<file path="config.mk">
export PLATFORM = sky130hd
export DESIGN_NAME = xref_stream_row_decoder
export DESIGN_NICKNAME = d
export VERILOG_FILES = /design/src/hdl/xsrd_pkg.sv /design/src/hdl/xsrd_out_skid.sv /design/src/hdl/xref_stream_row_decoder.sv
export SDC_FILE = /design/constraint.sdc
export NUM_CORES = 1
export LEC_CHECK = 0
export BUFFER_PORTS_ARGS = -buffer_cell sky130_fd_sc_hd__buf_2
export CAP_MARGIN = 25
export CORE_UTILIZATION = 52
export DETAILED_ROUTE_END_ITERATION = 7
export PLACE_DENSITY = 0.7
export SETUP_SLACK_MARGIN = 0.4
export SYNTH_ARGS = -nofsm -noshare
export SYNTH_HDL_FRONTEND = slang
export SYNTH_HIERARCHICAL = 1
export SYNTH_SLANG_ARGS = --single-unit
</file>
<file path="constraint.sdc">
create_clock -name clk_i -period 10.95 [get_ports clk_i]
set_input_delay 1.095 -clock clk_i [delete_from_list [all_inputs] [get_ports clk_i]]
set_output_delay 1.095 -clock clk_i [all_outputs]
set_load 0.02 [all_outputs]
</file>
<file path="src/hdl/xsrd_pkg.sv">
// ----------------------------------------------------------------------------
// xsrd_pkg
// Types and constants shared by the cross-reference stream row decoder.
// ----------------------------------------------------------------------------
`default_nettype none

package xsrd_pkg;

  // One stream byte as it arrives from the inflate side
  typedef struct packed {
    logic [7:0] data_byte;
    logic       stream_start;
  } in_item_t;

  // One decoded cross-reference entry
  typedef struct packed {
    logic [23:0] object_number;
    logic [1:0]  entry_kind;
    logic [31:0] value_a;
    logic [31:0] value_b;
    logic        filter_error;
  } out_item_t;

  // Configuration port geometry
  localparam int unsigned CfgIdxW  = 3;
  localparam int unsigned CfgDataW = 24;
  localparam int unsigned FieldWW  = 3;

  // Register indexes
  localparam logic [CfgIdxW-1:0] CFG_TYPE_WIDTH   = 3'd0;
  localparam logic [CfgIdxW-1:0] CFG_SECOND_WIDTH = 3'd1;
  localparam logic [CfgIdxW-1:0] CFG_THIRD_WIDTH  = 3'd2;
  localparam logic [CfgIdxW-1:0] CFG_PREDICTOR_ON = 3'd3;
  localparam logic [CfgIdxW-1:0] CFG_FIRST_OBJECT = 3'd4;

  // Register reset values
  localparam logic [FieldWW-1:0] TYPE_WIDTH_RST   = 3'd1;
  localparam logic [FieldWW-1:0] SECOND_WIDTH_RST = 3'd4;
  localparam logic [FieldWW-1:0] THIRD_WIDTH_RST  = 3'd2;
  localparam logic               PREDICTOR_RST    = 1'b1;
  localparam logic [23:0]        FIRST_OBJECT_RST = 24'd0;

  // PNG Up filter tag, object number ceiling, entry kinds
  localparam logic [7:0]  UP_TAG       = 8'd2;
  localparam logic [23:0] OBJ_MAX      = 24'hFFFFFF;
  localparam logic [1:0]  KIND_FREE    = 2'd0;
  localparam logic [1:0]  KIND_UNKNOWN = 2'd3;
  localparam logic [31:0] KIND_MAX_VAL = 32'd2;

endpackage

`default_nettype wire

</file>
<file path="src/hdl/xsrd_out_skid.sv">
// ----------------------------------------------------------------------------
// xsrd_out_skid
// Output register plus one skid entry, so a result can be loaded while the
// receiver stalls. full_o is registered and back-pressures the input side.
// ----------------------------------------------------------------------------
`default_nettype none

module xsrd_out_skid (
  input  wire logic                 clk_i,
  input  wire logic                 rst_ni,
  input  wire logic                 push_i,
  input  wire xsrd_pkg::out_item_t  push_item_i,
  output logic                      full_o,
  output logic                      out_valid_o,
  input  wire logic                 out_stall_i,
  output xsrd_pkg::out_item_t       out_item_o
);
  import xsrd_pkg::*;

  logic      out_valid_q, skid_valid_q;
  out_item_t out_item_q, skid_item_q;
  logic      out_load;

  // output register may take a new item when empty or draining
  assign out_load = !out_valid_q || !out_stall_i;

  // valid flags
  always_ff @(posedge clk_i or negedge rst_ni) begin
    if (!rst_ni) begin
      out_valid_q  <= 1'b0;
      skid_valid_q <= 1'b0;
    end else if (out_load) begin
      if (skid_valid_q) begin
        out_valid_q  <= 1'b1;
        skid_valid_q <= 1'b0;
      end else begin
        out_valid_q <= push_i;
      end
    end else if (push_i) begin
      skid_valid_q <= 1'b1;
    end
  end

  // payload
  always_ff @(posedge clk_i) begin
    if (out_load) begin
      out_item_q <= skid_valid_q ? skid_item_q : push_item_i;
    end else if (push_i) begin
      skid_item_q <= push_item_i;
    end
  end

  assign full_o      = skid_valid_q;
  assign out_valid_o = out_valid_q;
  assign out_item_o  = out_item_q;

`ifndef SYNTH
  // skid entry only fills behind a held output
  a_skid_behind_out: assert property (@(posedge clk_i) disable iff (!rst_ni)
    skid_valid_q |-> out_valid_q)
    else $error("skid holds an item while output is empty");

  // push against a stalled output lands in the skid entry
  a_push_to_skid: assert property (@(posedge clk_i) disable iff (!rst_ni)
    push_i && out_valid_q && out_stall_i |=> skid_valid_q)
    else $error("result lost under stall");

  // a draining output takes the skid item
  a_skid_drain: assert property (@(posedge clk_i) disable iff (!rst_ni)
    out_valid_q && !out_stall_i && skid_valid_q |=> out_valid_q && !skid_valid_q)
    else $error("skid item not moved to output");
`endif

endmodule

`default_nettype wire

</file>
<file path="src/hdl/xref_stream_row_decoder.sv">
// ----------------------------------------------------------------------------
// xref_stream_row_decoder
// Splits inflated cross-reference stream bytes into rows, undoes the PNG Up
// predictor and emits one decoded entry per row.
// ----------------------------------------------------------------------------
// Usage:
//   Input channel (in_valid_i / in_stall_o / in_item_i) takes one stream byte
//   per item; stream_start marks the first byte of a new stream and clears
//   the row count and the previous row.
//   Output channel (out_valid_o / out_stall_i / out_item_o) gives one entry
//   on the last byte of each row.
//   Configuration (cfg_valid_i / cfg_ready_o / cfg_index_i / cfg_data_i) is
//   always ready; a write restarts the current row and forgets the previous
//   row. Index 0 type width, 1 second width, 2 third width, 3 predictor on,
//   4 first object number. Other indexes are ignored.
// Timing:
//   One byte accepted per cycle while in_stall_o is low. A row's entry is
//   registered in the output register, or in the skid entry under stall.
//   The row state update (byte add with previous row, field shift) is a registered loop.
// Reset:
//   Widths 1/4/2, predictor on, first object 0, row state cleared.
// Stall:
//   An output register plus one skid entry absorb results; in_stall_o rises
//   only when the skid entry is occupied.
// ----------------------------------------------------------------------------
`default_nettype none

module xref_stream_row_decoder #(
  parameter int unsigned MAX_FIELD_BYTES = 4
) (
  input  wire logic                               clk_i,
  input  wire logic                               rst_ni,
  input  wire logic                               in_valid_i,
  output logic                                    in_stall_o,
  input  wire xsrd_pkg::in_item_t                 in_item_i,
  output logic                                    out_valid_o,
  input  wire logic                               out_stall_i,
  output xsrd_pkg::out_item_t                     out_item_o,
  input  wire logic                               cfg_valid_i,
  output logic                                    cfg_ready_o,
  input  wire logic [xsrd_pkg::CfgIdxW-1:0]       cfg_index_i,
  input  wire logic [xsrd_pkg::CfgDataW-1:0]      cfg_data_i
);
  import xsrd_pkg::*;

  localparam int unsigned PrevDepth = 3 * MAX_FIELD_BYTES;
  localparam int unsigned IdxW      = (PrevDepth > 1) ? $clog2(PrevDepth) : 1;
  localparam int unsigned PosW      = $clog2(PrevDepth + 2);

  // configuration registers
  logic [FieldWW-1:0] type_w_q, second_w_q, third_w_q;
  logic               pred_q;
  logic [23:0]        first_obj_q;

  // row state
  logic [7:0]      prev_q [PrevDepth];
  logic            prev_valid_q;
  logic [PosW-1:0] pos_q;
  logic [7:0]      row_tag_q;
  logic [31:0]     type_acc_q, first_acc_q, second_acc_q;
  logic [23:0]     row_count_q;

  logic      cfg_we, cfg_hit, accept, push, skid_full;
  out_item_t result;

  function automatic logic [PosW-1:0] clamp_w(logic [FieldWW-1:0] w);
    if (32'(w) > MAX_FIELD_BYTES) return PosW'(MAX_FIELD_BYTES);
    return PosW'(w);
  endfunction

  assign cfg_ready_o = 1'b1;
  assign cfg_we      = cfg_valid_i && cfg_ready_o;
  assign in_stall_o  = skid_full;
  assign accept      = in_valid_i && !in_stall_o;

  // register index decode
  always_comb begin
    case (cfg_index_i)
      CFG_TYPE_WIDTH, CFG_SECOND_WIDTH, CFG_THIRD_WIDTH,
      CFG_PREDICTOR_ON, CFG_FIRST_OBJECT: cfg_hit = 1'b1;
      default:                            cfg_hit = 1'b0;
    endcase
  end

  // row geometry
  logic [PosW-1:0] tw, sw, hw, tag_len, len;
  assign tw      = clamp_w(type_w_q);
  assign sw      = clamp_w(second_w_q);
  assign hw      = clamp_w(third_w_q);
  assign tag_len = PosW'(pred_q);
  assign len     = tag_len + tw + sw + hw;

  // state as seen by this byte, after an optional stream start
  logic            start;
  logic [PosW-1:0] pos_e, pos, pos_inc, d;
  logic            prev_valid_e;
  logic [7:0]      row_tag_e;
  logic [31:0]     type_e, first_e, second_e;
  logic [23:0]     row_count_e;

  assign start        = in_item_i.stream_start;
  assign pos_e        = start ? '0 : pos_q;
  assign prev_valid_e = start ? 1'b0 : prev_valid_q;
  assign row_tag_e    = start ? '0 : row_tag_q;
  assign type_e       = start ? '0 : type_acc_q;
  assign first_e      = start ? '0 : first_acc_q;
  assign second_e     = start ? '0 : second_acc_q;
  assign row_count_e  = start ? '0 : row_count_q;

  assign pos     = (pos_e >= len) ? '0 : pos_e;
  assign pos_inc = pos + PosW'(1);
  assign d       = pos - tag_len;

  // byte decode: Up predictor, then shift into the current field
  logic            is_tag, last, err, prev_we;
  logic [IdxW-1:0] idx;
  logic [7:0]      v, row_tag_n;
  logic [31:0]     type_n, first_n, second_n;
  logic [24:0]     obj_sum;

  assign is_tag    = pred_q && (pos == '0);
  assign idx       = d[IdxW-1:0];
  assign v         = (pred_q && prev_valid_e) ? in_item_i.data_byte + prev_q[idx]
                                              : in_item_i.data_byte;
  assign row_tag_n = is_tag ? in_item_i.data_byte : row_tag_e;
  assign prev_we   = accept && !(cfg_we && cfg_hit) && (len != '0) && pred_q && !is_tag;

  always_comb begin
    type_n   = type_e;
    first_n  = first_e;
    second_n = second_e;
    if (!is_tag) begin
      if (d < tw) begin
        type_n = {type_e[23:0], v};
      end else if (d < tw + sw) begin
        first_n = {first_e[23:0], v};
      end else begin
        second_n = {second_e[23:0], v};
      end
    end
  end

  assign last    = (pos_inc == len);
  assign err     = pred_q && (row_tag_n != UP_TAG);
  assign obj_sum = {1'b0, first_obj_q} + {1'b0, row_count_e};
  assign push    = accept && !(cfg_we && cfg_hit) && (len != '0) && last;

  // entry assembly
  always_comb begin
    result.object_number = obj_sum[24] ? OBJ_MAX : obj_sum[23:0];
    result.filter_error  = err;
    if (err) begin
      result.entry_kind = KIND_FREE;
      result.value_a    = '0;
      result.value_b    = '0;
    end else begin
      result.entry_kind = (type_n <= KIND_MAX_VAL) ? type_n[1:0] : KIND_UNKNOWN;
      result.value_a    = first_n;
      result.value_b    = second_n;
    end
  end

  // configuration and row state
  always_ff @(posedge clk_i or negedge rst_ni) begin
    if (!rst_ni) begin
      type_w_q     <= TYPE_WIDTH_RST;
      second_w_q   <= SECOND_WIDTH_RST;
      third_w_q    <= THIRD_WIDTH_RST;
      pred_q       <= PREDICTOR_RST;
      first_obj_q  <= FIRST_OBJECT_RST;
      prev_valid_q <= 1'b0;
      pos_q        <= '0;
      row_tag_q    <= '0;
      type_acc_q   <= '0;
      first_acc_q  <= '0;
      second_acc_q <= '0;
      row_count_q  <= '0;
    end else if (cfg_we && cfg_hit) begin
      case (cfg_index_i)
        CFG_TYPE_WIDTH:   type_w_q    <= cfg_data_i[FieldWW-1:0];
        CFG_SECOND_WIDTH: second_w_q  <= cfg_data_i[FieldWW-1:0];
        CFG_THIRD_WIDTH:  third_w_q   <= cfg_data_i[FieldWW-1:0];
        CFG_PREDICTOR_ON: pred_q      <= cfg_data_i[0];
        CFG_FIRST_OBJECT: first_obj_q <= cfg_data_i[23:0];
        default:          ;
      endcase
      prev_valid_q <= 1'b0;
      pos_q        <= '0;
      row_tag_q    <= '0;
      type_acc_q   <= '0;
      first_acc_q  <= '0;
      second_acc_q <= '0;
    end else if (accept) begin
      if (len == '0) begin
        // empty row: only a stream start has an effect
        prev_valid_q <= prev_valid_e;
        pos_q        <= pos_e;
        row_tag_q    <= row_tag_e;
        type_acc_q   <= type_e;
        first_acc_q  <= first_e;
        second_acc_q <= second_e;
        row_count_q  <= row_count_e;
      end else if (last) begin
        prev_valid_q <= pred_q && !err;
        pos_q        <= '0;
        row_tag_q    <= '0;
        type_acc_q   <= '0;
        first_acc_q  <= '0;
        second_acc_q <= '0;
        row_count_q  <= (row_count_e == OBJ_MAX) ? OBJ_MAX : row_count_e + 24'd1;
      end else begin
        prev_valid_q <= prev_valid_e;
        pos_q        <= pos_inc;
        row_tag_q    <= row_tag_n;
        type_acc_q   <= type_n;
        first_acc_q  <= first_n;
        second_acc_q <= second_n;
        row_count_q  <= row_count_e;
      end
    end
  end

  // previous decoded row bytes
  always_ff @(posedge clk_i) begin
    if (prev_we) begin
      prev_q[idx] <= v;
    end
  end

  xsrd_out_skid u_out_skid (
    .clk_i       (clk_i),
    .rst_ni      (rst_ni),
    .push_i      (push),
    .push_item_i (result),
    .full_o      (skid_full),
    .out_valid_o (out_valid_o),
    .out_stall_i (out_stall_i),
    .out_item_o  (out_item_o)
  );

`ifndef SYNTH
  // row position stays inside the current row
  a_pos_in_row: assert property (@(posedge clk_i) disable iff (!rst_ni)
    pos_q < len || pos_q == '0)
    else $error("row position beyond row length");

  // a finished row leaves out_valid_o high next cycle
  a_row_emits: assert property (@(posedge clk_i) disable iff (!rst_ni)
    push |=> out_valid_o)
    else $error("finished row produced no entry");

  // filter errors carry cleared fields
  a_err_fields: assert property (@(posedge clk_i) disable iff (!rst_ni)
    out_valid_o && out_item_o.filter_error |->
      out_item_o.entry_kind == KIND_FREE && out_item_o.value_a == '0 &&
      out_item_o.value_b == '0)
    else $error("filter error entry has nonzero fields");

  // without prediction the previous row is never used
  a_no_pred_prev: assert property (@(posedge clk_i) disable iff (!rst_ni)
    !pred_q |-> !prev_valid_q)
    else $error("previous row valid with predictor off");
`endif

endmodule

`default_nettype wire

</file>
Word level (Yosys, flattened, before mapping)

Memory sizes are Yosys's and may differ from the RTL's.
Cells that the tools add are included.

Eq/ne operators: 7
Muxes and demuxes: 64
Bitwise logic cells: 2
Reduce and logical (&&, ||, !) cells: 32
$lt $le $gt $ge: 7
Add/subtract/negate cells: 9

Operators with widths:

| kind                                                 | number |
|---|---|
| 2-to-1 mux 32 bit                                    | 23 |
| 2-to-1 mux 24 bit                                    | 5 |
| 2-to-1 mux 91 bit                                    | 1 |
| 2-to-1 mux 66 bit                                    | 1 |
| 2-to-1 mux 8 bit                                     | 7 |
| 2-to-1 mux 4 bit                                     | 12 |
| <= comparator 32 x 2 -> 1 bit, second input constant | 1 |
| adder 24 x 24 -> 25 bit                              | 1 |
| adder 24 x 1 -> 24 bit, second input constant        | 1 |
| equality test 24 bit, second input constant          | 1 |
| 2-to-1 mux 1 bit                                     | 14 |
| AND reduction 2 bit                                  | 7 |
| adder 4 bit                                          | 3 |
| logical AND 1 bit                                    | 11 |
| > comparator 3 bit, second input constant            | 3 |
| adder 8 bit                                          | 1 |
| logical NOT 4 bit                                    | 2 |
| less-than comparator 4 bit                           | 2 |
| != test 8 x 2 -> 1 bit, second input constant        | 1 |
| equality test 3 x 2 -> 1 bit, second input constant  | 2 |
| logical NOT 1 bit                                    | 6 |
| OR reduction 5 bit                                   | 1 |
| adder 1 x 4 -> 4 bit                                 | 1 |
| adder 4 x 1 -> 4 bit, second input constant          | 1 |
| 11 further kinds                                     | 13 |

Memories: 1
Register bits: 351
RAM bits: 96
Logic and storage cells: 146
Output and inout bits: 94
Input bits: 41

Memories:

| name   | depth | width | read ports | clocked after memory_dff | write ports | line                          | text |
|---|---|---|---|---|---|---|---|
| prev_q | 12    | 8     | 1          | 0                        | 1           | xref_stream_row_decoder.sv:56 | `logic [7:0] prev_q [PrevDepth];` |

Longest topological paths before layout

Gate-level depths: netlist of the first run.

Word-level depth: 19
Mapped depth: 33
Mapped depth without buffers: 31

Cells and area by module

Netlist of the first run, hierarchy kept.

By module, submodules not included:

| module                  | instances | area an instance (µm²) | cells an instance | sequential area each (µm²) |
|---|---|---|---|---|
| xref_stream_row_decoder | 1         | 14460.1                | 1382              | 7066.8 |
| xsrd_out_skid           | 1         | 6920.4                 | 289               | 5515.3 |

Worst setup path after synthesis of the first run

Ideal clock, no wire load.

Path type: reg2reg
Start: register type_w_q[0]
End: register u_out_skid.out_item_q (netlist bit u_out_skid/out_item_o[65]), data pin
Setup slack: 2.848 ns
Arrival time: 7.842 ns
Cell stages (with the launch flop): 33
Data required time: 10.690 ns
Period minus slack after synthesis: 8.102 ns
Cell sequence: dfstp_2 -> nor2b_1 -> clkbuf_1 -> xnor2_1 -> ha_1 -> ha_1 -> fa_1 -> inv_1 -> ha_1 -> a21o_1 -> maj3_2 -> maj3_2 -> nor2_1 -> inv_1 -> ha_1 -> buf_1 -> buf_1 -> mux4_2 -> mux2i_1 -> o21ai_0 -> ha_1 -> inv_1 -> fa_1 -> nor2b_1 -> o21ai_0 -> nand2b_1 -> a21o_1 -> a21oi_1 -> xor2_1 -> o21ai_1 -> nor4bb_1 -> a311oi_1 -> mux2_4

RTL lines:

| element                | line                           | text |
|---|---|---|
| start, declared        | xref_stream_row_decoder.sv:51  | `logic [FieldWW-1:0] type_w_q, second_w_q, third_w_q;` |
| start signal, assigned | xref_stream_row_decoder.sv:180 | `CFG_TYPE_WIDTH: type_w_q <= cfg_data_i[FieldWW-1:0];` |
| end signal, assigned   | xsrd_out_skid.sv:47            | `out_item_q <= skid_valid_q ? skid_item_q : push_item_i;` |
| end, declared          | xsrd_out_skid.sv:21            | `out_item_t out_item_q, skid_item_q;` |

==> impl_metrics.toml, run 1 <==
[clock_tree]
post-cts-setup-buffers = 0
cts_sinks = 447
htreeDepth = 2
cts.clk_slew.worst_paths_ns = 0.06
cts_tree = "built"
cts_resized = 0
cts_root_buf = "clkbuf_16"
cts_buffers = 46
clock_path_buffers = 3
ctsHoldBuffers = 0
insertion_delay_ns = 0.61

[drt]
drtIter0Drc = 1269
drc = 0
detail_route.wl_per_cell_um = 20.4
via_per_inst = 5.95
dr.max_layer_used = "met4"
wl_met2_um = 22500
wl_met3_um = 2970
drt_first_pass_iters = 5
vias = 14075
wl_met1_um = 21700
wl_um = 48200
postRouteAntennaNets = 0

[worst_hold_path]
min_to = "row_count_q[3]"
hp-class = "reg -> reg"
hp-start = "row_count_q[3]"
worstHoldPathCells = 2

[logic_synthesis]
synthSimpleGateAreaFrac_pct = 10.2
synth_top_family_by_area = "compound AO/OA/AOI/OAI gates"
synth_warnings = 6
yosys.cell_types.count = 86
postSynthAreaPerCell_sq_um = 12.8
synth_flop_cell = "edfxtp_1"
synth_edf_count = 278
synth-xor-area-share_pct = 1.51
synth_area_sq_mm = 0.0214
synth_seq_cells = 447
synthArstFlopShare_pct = 37.8
muxShareOfSynthArea_pct = 11.2
synth_compound_area_share_pct = 12.0
yosysSeqAreaShare_pct = 58.8
synthCells = 1671
syn_nets = 1767
synthAdderAreaFrac_pct = 3.53

[sta]
max_freq_mhz = 115
rsz0062_at_grt = "false"
setup_viol = 0
setup_slack_ns = 2.26
hold_viol = 0
fin_setup_tns_ns = 0
holdWs_ns = 0.472
period_share_pct = 79.4
post-route-min-period_ns = 8.69
worst-slew-pin-transition_ns = 1.08
clock_skew_ns = 0.0561
relSlewSlack_pct = 28.1
slew_violations = 0

[die]
fp.dieW_um = 205
start_util_pct = 53.3
rows = 73
core_sq_mm = 0.0401
dieHeight_um = 205
ios = 135
dieArea_sq_mm = 0.0419

[critical_path]
critPathTopFamily = "adder cells"
crit_slowest_cell = "ha_1"
path_buf_inv = 5
slowest_delay_ns = 0.88
worstReg2RegStart = "type_w_q[0]"
cp.required_ns = 11.31
path_depth = 31
reg2reg_slack_ns = 2.26
worstPathArrival_ns = 9.06
r2r_end = "u_out_skid/out_item_o[66]"
crit_path_frequent_cell = "ha_1"
path_max_fanout = 18
r2r_cells = 31
critPathCaptureType = "flop"
crit_path_start_kind = "flop"
criticalPathCategory = "reg -> reg"

[grt]
grt_pass1_vias = 13583
grt_pass1_wl_um = 77300
grt_start_max_net_pins = 89
overflow = 0
grt_usage_pct = 23.6
antenna_found_initial = 2

[place]
placed_area_sq_mm = 0.0226
pre_cts_ws_ns = 2.03
portBuffers = 133
hpwl_um = 32000
place.gp.congestion = 0.892

[outcome]
status = "finished, final reports clean"

[flow_run]
maxCapViolCount = 0

[cells_and_area]
final_area_sq_mm = 0.0242
drive_gt1_share_pct = 22.9
area_growth_pct = 13.1
nets = 1898

[pwr]
p_leak_nw = 10.0
ir_worst_vdd_uv = 136
power_density_mw_per_mm2 = 225
[cell usage in the layout (no fill, tap or decap), drive strengths merged, types with 24 or more instances in the layout]
cell    netlist  final
edfxtp      278    278
nand2       217    217
buf          37    166
dfrtp       165    165
mux2        126    126
a21oi       122    122
a22o         78     78
o21ai        77     77
clkbuf       46     64
ha           49     49
nor2         48     48
inv          43     46
nand3        42     42
nor2b        36     36
mux4         24     24
[cell families after synthesis]
kind of cell | after synthesis
mux | 169
fa+ha+maj | 57
flops | 447
xor+xnor | 33
other cells | 1
simple gates | 457
compound gates | 380
buf+inv | 127
[synthesized netlist by cell type, drive strengths merged (16+ instances only)]
cell type	n	area, sq um
a21o	17	128
a21oi	122	611
a22o	78	683
and3	21	131
buf	37	224
clkbuf	46	173
dfrtp	165	4130
edfxtp	278	8350
ha	49	613
inv	43	161
mux2	126	1670
mux2i	19	190
mux4	24	541
nand2	217	815
nand3	42	223
nor2	48	180
nor2b	36	225
nor3	21	125
nor4	16	113
o21ai	77	393
xnor2	18	191
[where the power goes]
group	internal [mW]	switching [mW]
Combinational	0.633	1.07
Clock	0.921	0.672
Sequential	2.03	0.112
Total	3.58	1.86
[final cells by class]
cell class | count | area, sq um
fill | 3131 | 15900
sequential | 447 | 12600
multi-input combinational | 1097 | 8280
clock buffer | 64 | 1240
timing repair buffer | 166 | 955
tap | 525 | 657
clock inverter | 21 | 288
inverter | 44 | 165
antenna | 1 | 2.50
[worst min-delay path: cells and delay by family (launching register included)]
kind | cells | cell delay [ns]
flops | 1 | 0.33
simple gates | 1 | 0.04
compound gates | 1 | 0.06
[per-layer routing]
metal | global-route usage, % | up-vias
met4 | 6.18 | 0
met3 | 4.12 | 90
met1 | 34.6 | 6984
li1 | - | 6524
met2 | 36.4 | 477
met5 | 0 | -
[flip-flops by register name, indices dropped and copies added, names as in the netlist, 24 cells and up]
register,flops
first_acc_q,32
first_obj_q,24
prev_q,96
row_count_q,24
second_acc_q,32
type_acc_q,32
u_out_skid/out_item_o,91
u_out_skid/skid_item_q,91
[how the worst max path moves through the flow]
stage / end / slack, ns / startpoint
CTS: u_out_skid/out_item_o[66] / 2.25 / type_w_q[0]
finish: u_out_skid/out_item_o[66] / 2.26 / type_w_q[0]
global placement: u_out_skid/out_item_o[65] / 2.23 / in_item_i[0]
detailed placement: u_out_skid/out_item_o[66] / 2.03 / in_item_i[0]
floorplan: u_out_skid/out_item_o[65] / 2.85 / type_w_q[0]
global route: u_out_skid/out_item_o[66] / 1.63 / type_w_q[0]
[stage by stage]
step / util [%] / instances / total power, mW
6_report: 60.3 / 2365 / 5.44
4_1_cts: 60.1 / 2359 / 5.46
5_1_grt: 60.3 / 2364 / 5.71
2_1_floorplan: - / 1671 / 3.36
3_3_place_gp: 56.3 / 2273 / 3.82
3_5_place_dp: 56.3 / 2274 / 3.87
No activity file was read; power rests on OpenSTA's default activity.
==> run 2: changes to the inputs <==
clock period = 9.1 ns   (was 10.95 ns; I/O delays follow)
==> run 2 against run 1 <==
Register-to-register slack lost 1.2 ns. First-iteration DRC count is 13% lower. Routed wire length down 1.5%. Design area fell by 0.31%. Combinational power up 20%. Largest power group unchanged.
==> impl_metrics.toml, run 2 (synthesis gave the netlist of run 1 again) <==
[drt]
vias = 14109
drt_first_pass_iters = 7
drtIter0Drc = 1107
postRouteAntennaNets = 0
wl_um = 47500
via_per_inst = 5.97
detail_route.wl_per_cell_um = 20.1
drc = 0

[cells_and_area]
layout_common_cells = "edfxtp_1 (278), nand2_1 (216), dfrtp_1 (164)"
final_common_cell = "edfxtp_1"
drive_gt1_share_pct = 23.4
instances_no_fill = 2365
largest_reg_flops = 96
nets = 1898
registers.top_by_ff_count = "prev_q"
diodes = 0
nFillCells = 3142
area_growth_pct = 12.7

[critical_path]
cp.required_ns = 9.43
worstPathArrival_ns = 8.37
path_max_fanout = 11
crit_path_start_kind = "flop"
crit_slowest_cell = "xnor2_2"
crit_path_frequent_cell = "ha_1"
r2r_cells = 30
critPathCaptureType = "flop"
slowest_delay_ns = 0.67
criticalPathCategory = "reg -> reg"

[sta]
hold_viol = 0
period_share_pct = 88.3
rsz0062_at_grt = "false"
holdWs_ns = 0.415
worst-slew-pin-transition_ns = 1.03
fin_setup_tns_ns = 0
max_freq_mhz = 124
post-route-min-period_ns = 8.04
slew_violations = 0
clock_skew_ns = 0.0244
relSlewSlack_pct = 31.1
setup_viol = 0

[die]
dieArea_sq_mm = 0.0419
fp.dieW_um = 205
ios = 135
core_sq_mm = 0.0401
dieHeight_um = 205
start_util_pct = 53.3
rows = 73

[grt]
grt_start_max_net_pins = 87
grt_usage_pct = 23.2
antenna_found_initial = 0
grt_pass1_wl_um = 76400
overflow = 0
grt_pass1_vias = 13769

[place]
placed_cells = 2277
place.gp.congestion = 0.902
portBuffers = 133
hpwl_um = 32200

[clock_tree]
insertion_delay_ns = 0.59
htreeDepth = 2
cts.clk_slew.worst_paths_ns = 0.06
cts_buffers = 46
cts_tree = "built"
clock_path_buffers = 3
cts_sinks = 447
cts_root_buf = "clkbuf_16"

[flow_run]
maxCapViolCount = 0

[outcome]
status = "finished, final reports clean"

[pwr]
ir_worst_vdd_uv = 170
finalPower_mw = 6.44
power_density_mw_per_mm2 = 267
p_leak_nw = 10.0

[worst_hold_path]
hp-class = "in -> async"
run 2: cell count changes in the layout (fill, tap and decap cells not counted), sizes merged:
cell / before / now
diode: 1 / 0
clkinv: 14 / 22
buf: 166 / 165
clkbuf: 64 / 57
bufinv: 5 / 2
clkinvlp: 0 / 4
run 2: metal layers:
| layer | track usage (%) | vias up | wire (um) | part of all wire (%) |
|---|---|---|---|---|
| li1 | - | 6522 | - | - |
| met1 | 33.9 | 7065 | 21800 | 46 |
| met2 | 35.6 | 434 | 21800 | 46 |
| met3 | 3.93 | 88 | 2780 | 5.9 |
| met4 | 6.77 | 0 | 1190 | 2.5 |
| met5 | 0 | - | 0 | 0 |
run 2: worst paths after layout:
path,to,startpoint,slack (ns)
max,u_out_skid/out_item_o[66],type_w_q[0],1.06
min,first_obj_q[3],rst_ni,0.42
max reg2reg,u_out_skid/out_item_o[66],type_w_q[0],1.06
min reg2reg,row_count_q[3],row_count_q[3],0.49
max in group asynchronous,second_acc_q[30],rst_ni,7.48
min in group clk_i,row_count_q[3],row_count_q[3],0.49
run 2: layout make-up:
cell class                      count  area [sq um]  share of cell area (%)
Clock buffer                       56          1240                    5.14
Clock inverter                     30           219                   0.909
Inverter                           44           165                   0.685
Multi-Input combinational cell   1097          8280                    34.4
Sequential cell                   447         12600                    52.2
Tap cell                          525           657                    2.73
Timing Repair Buffer              166           947                    3.93
run 2: power breakdown:
| group | internal, mW | switching, mW |
|---|---|---|
| Sequential | 2.44 | 0.132 |
| Combinational | 0.771 | 1.28 |
| Clock | 1.03 | 0.790 |
| Total | 4.24 | 2.20 |
run 2: critical path: cells and delay by family (launching register included):
family,cells,cell delay [ns]
buffers and inverters,2,0.19
xor gates and xnor gates,3,1.16
adders and majority gates,9,2.75
AOI/OAI and AO/OA,6,1.19
and+or+nand+nor,8,1.25
muxes,2,0.71
DFF,1,0.52
run 2: repair_timing:
item	4_1_cts	5_1_grt
endpoints found under the setup margin	0	14
hold buffers	0	0
gates resized for setup	0	2
setup buffers	0	0
run 2: stage by stage:
step | area, sq um | util [%] | setup slack, ns
floorplan | 21400 | - | 0.998
global placement | 22600 | 56.3 | 1.11
detailed placement | 22600 | 56.4 | 0.820
CTS | 24100 | 60.0 | 0.815
global route | 24100 | 60.1 | 0.451
finish | 24100 | 60.1 | 1.06
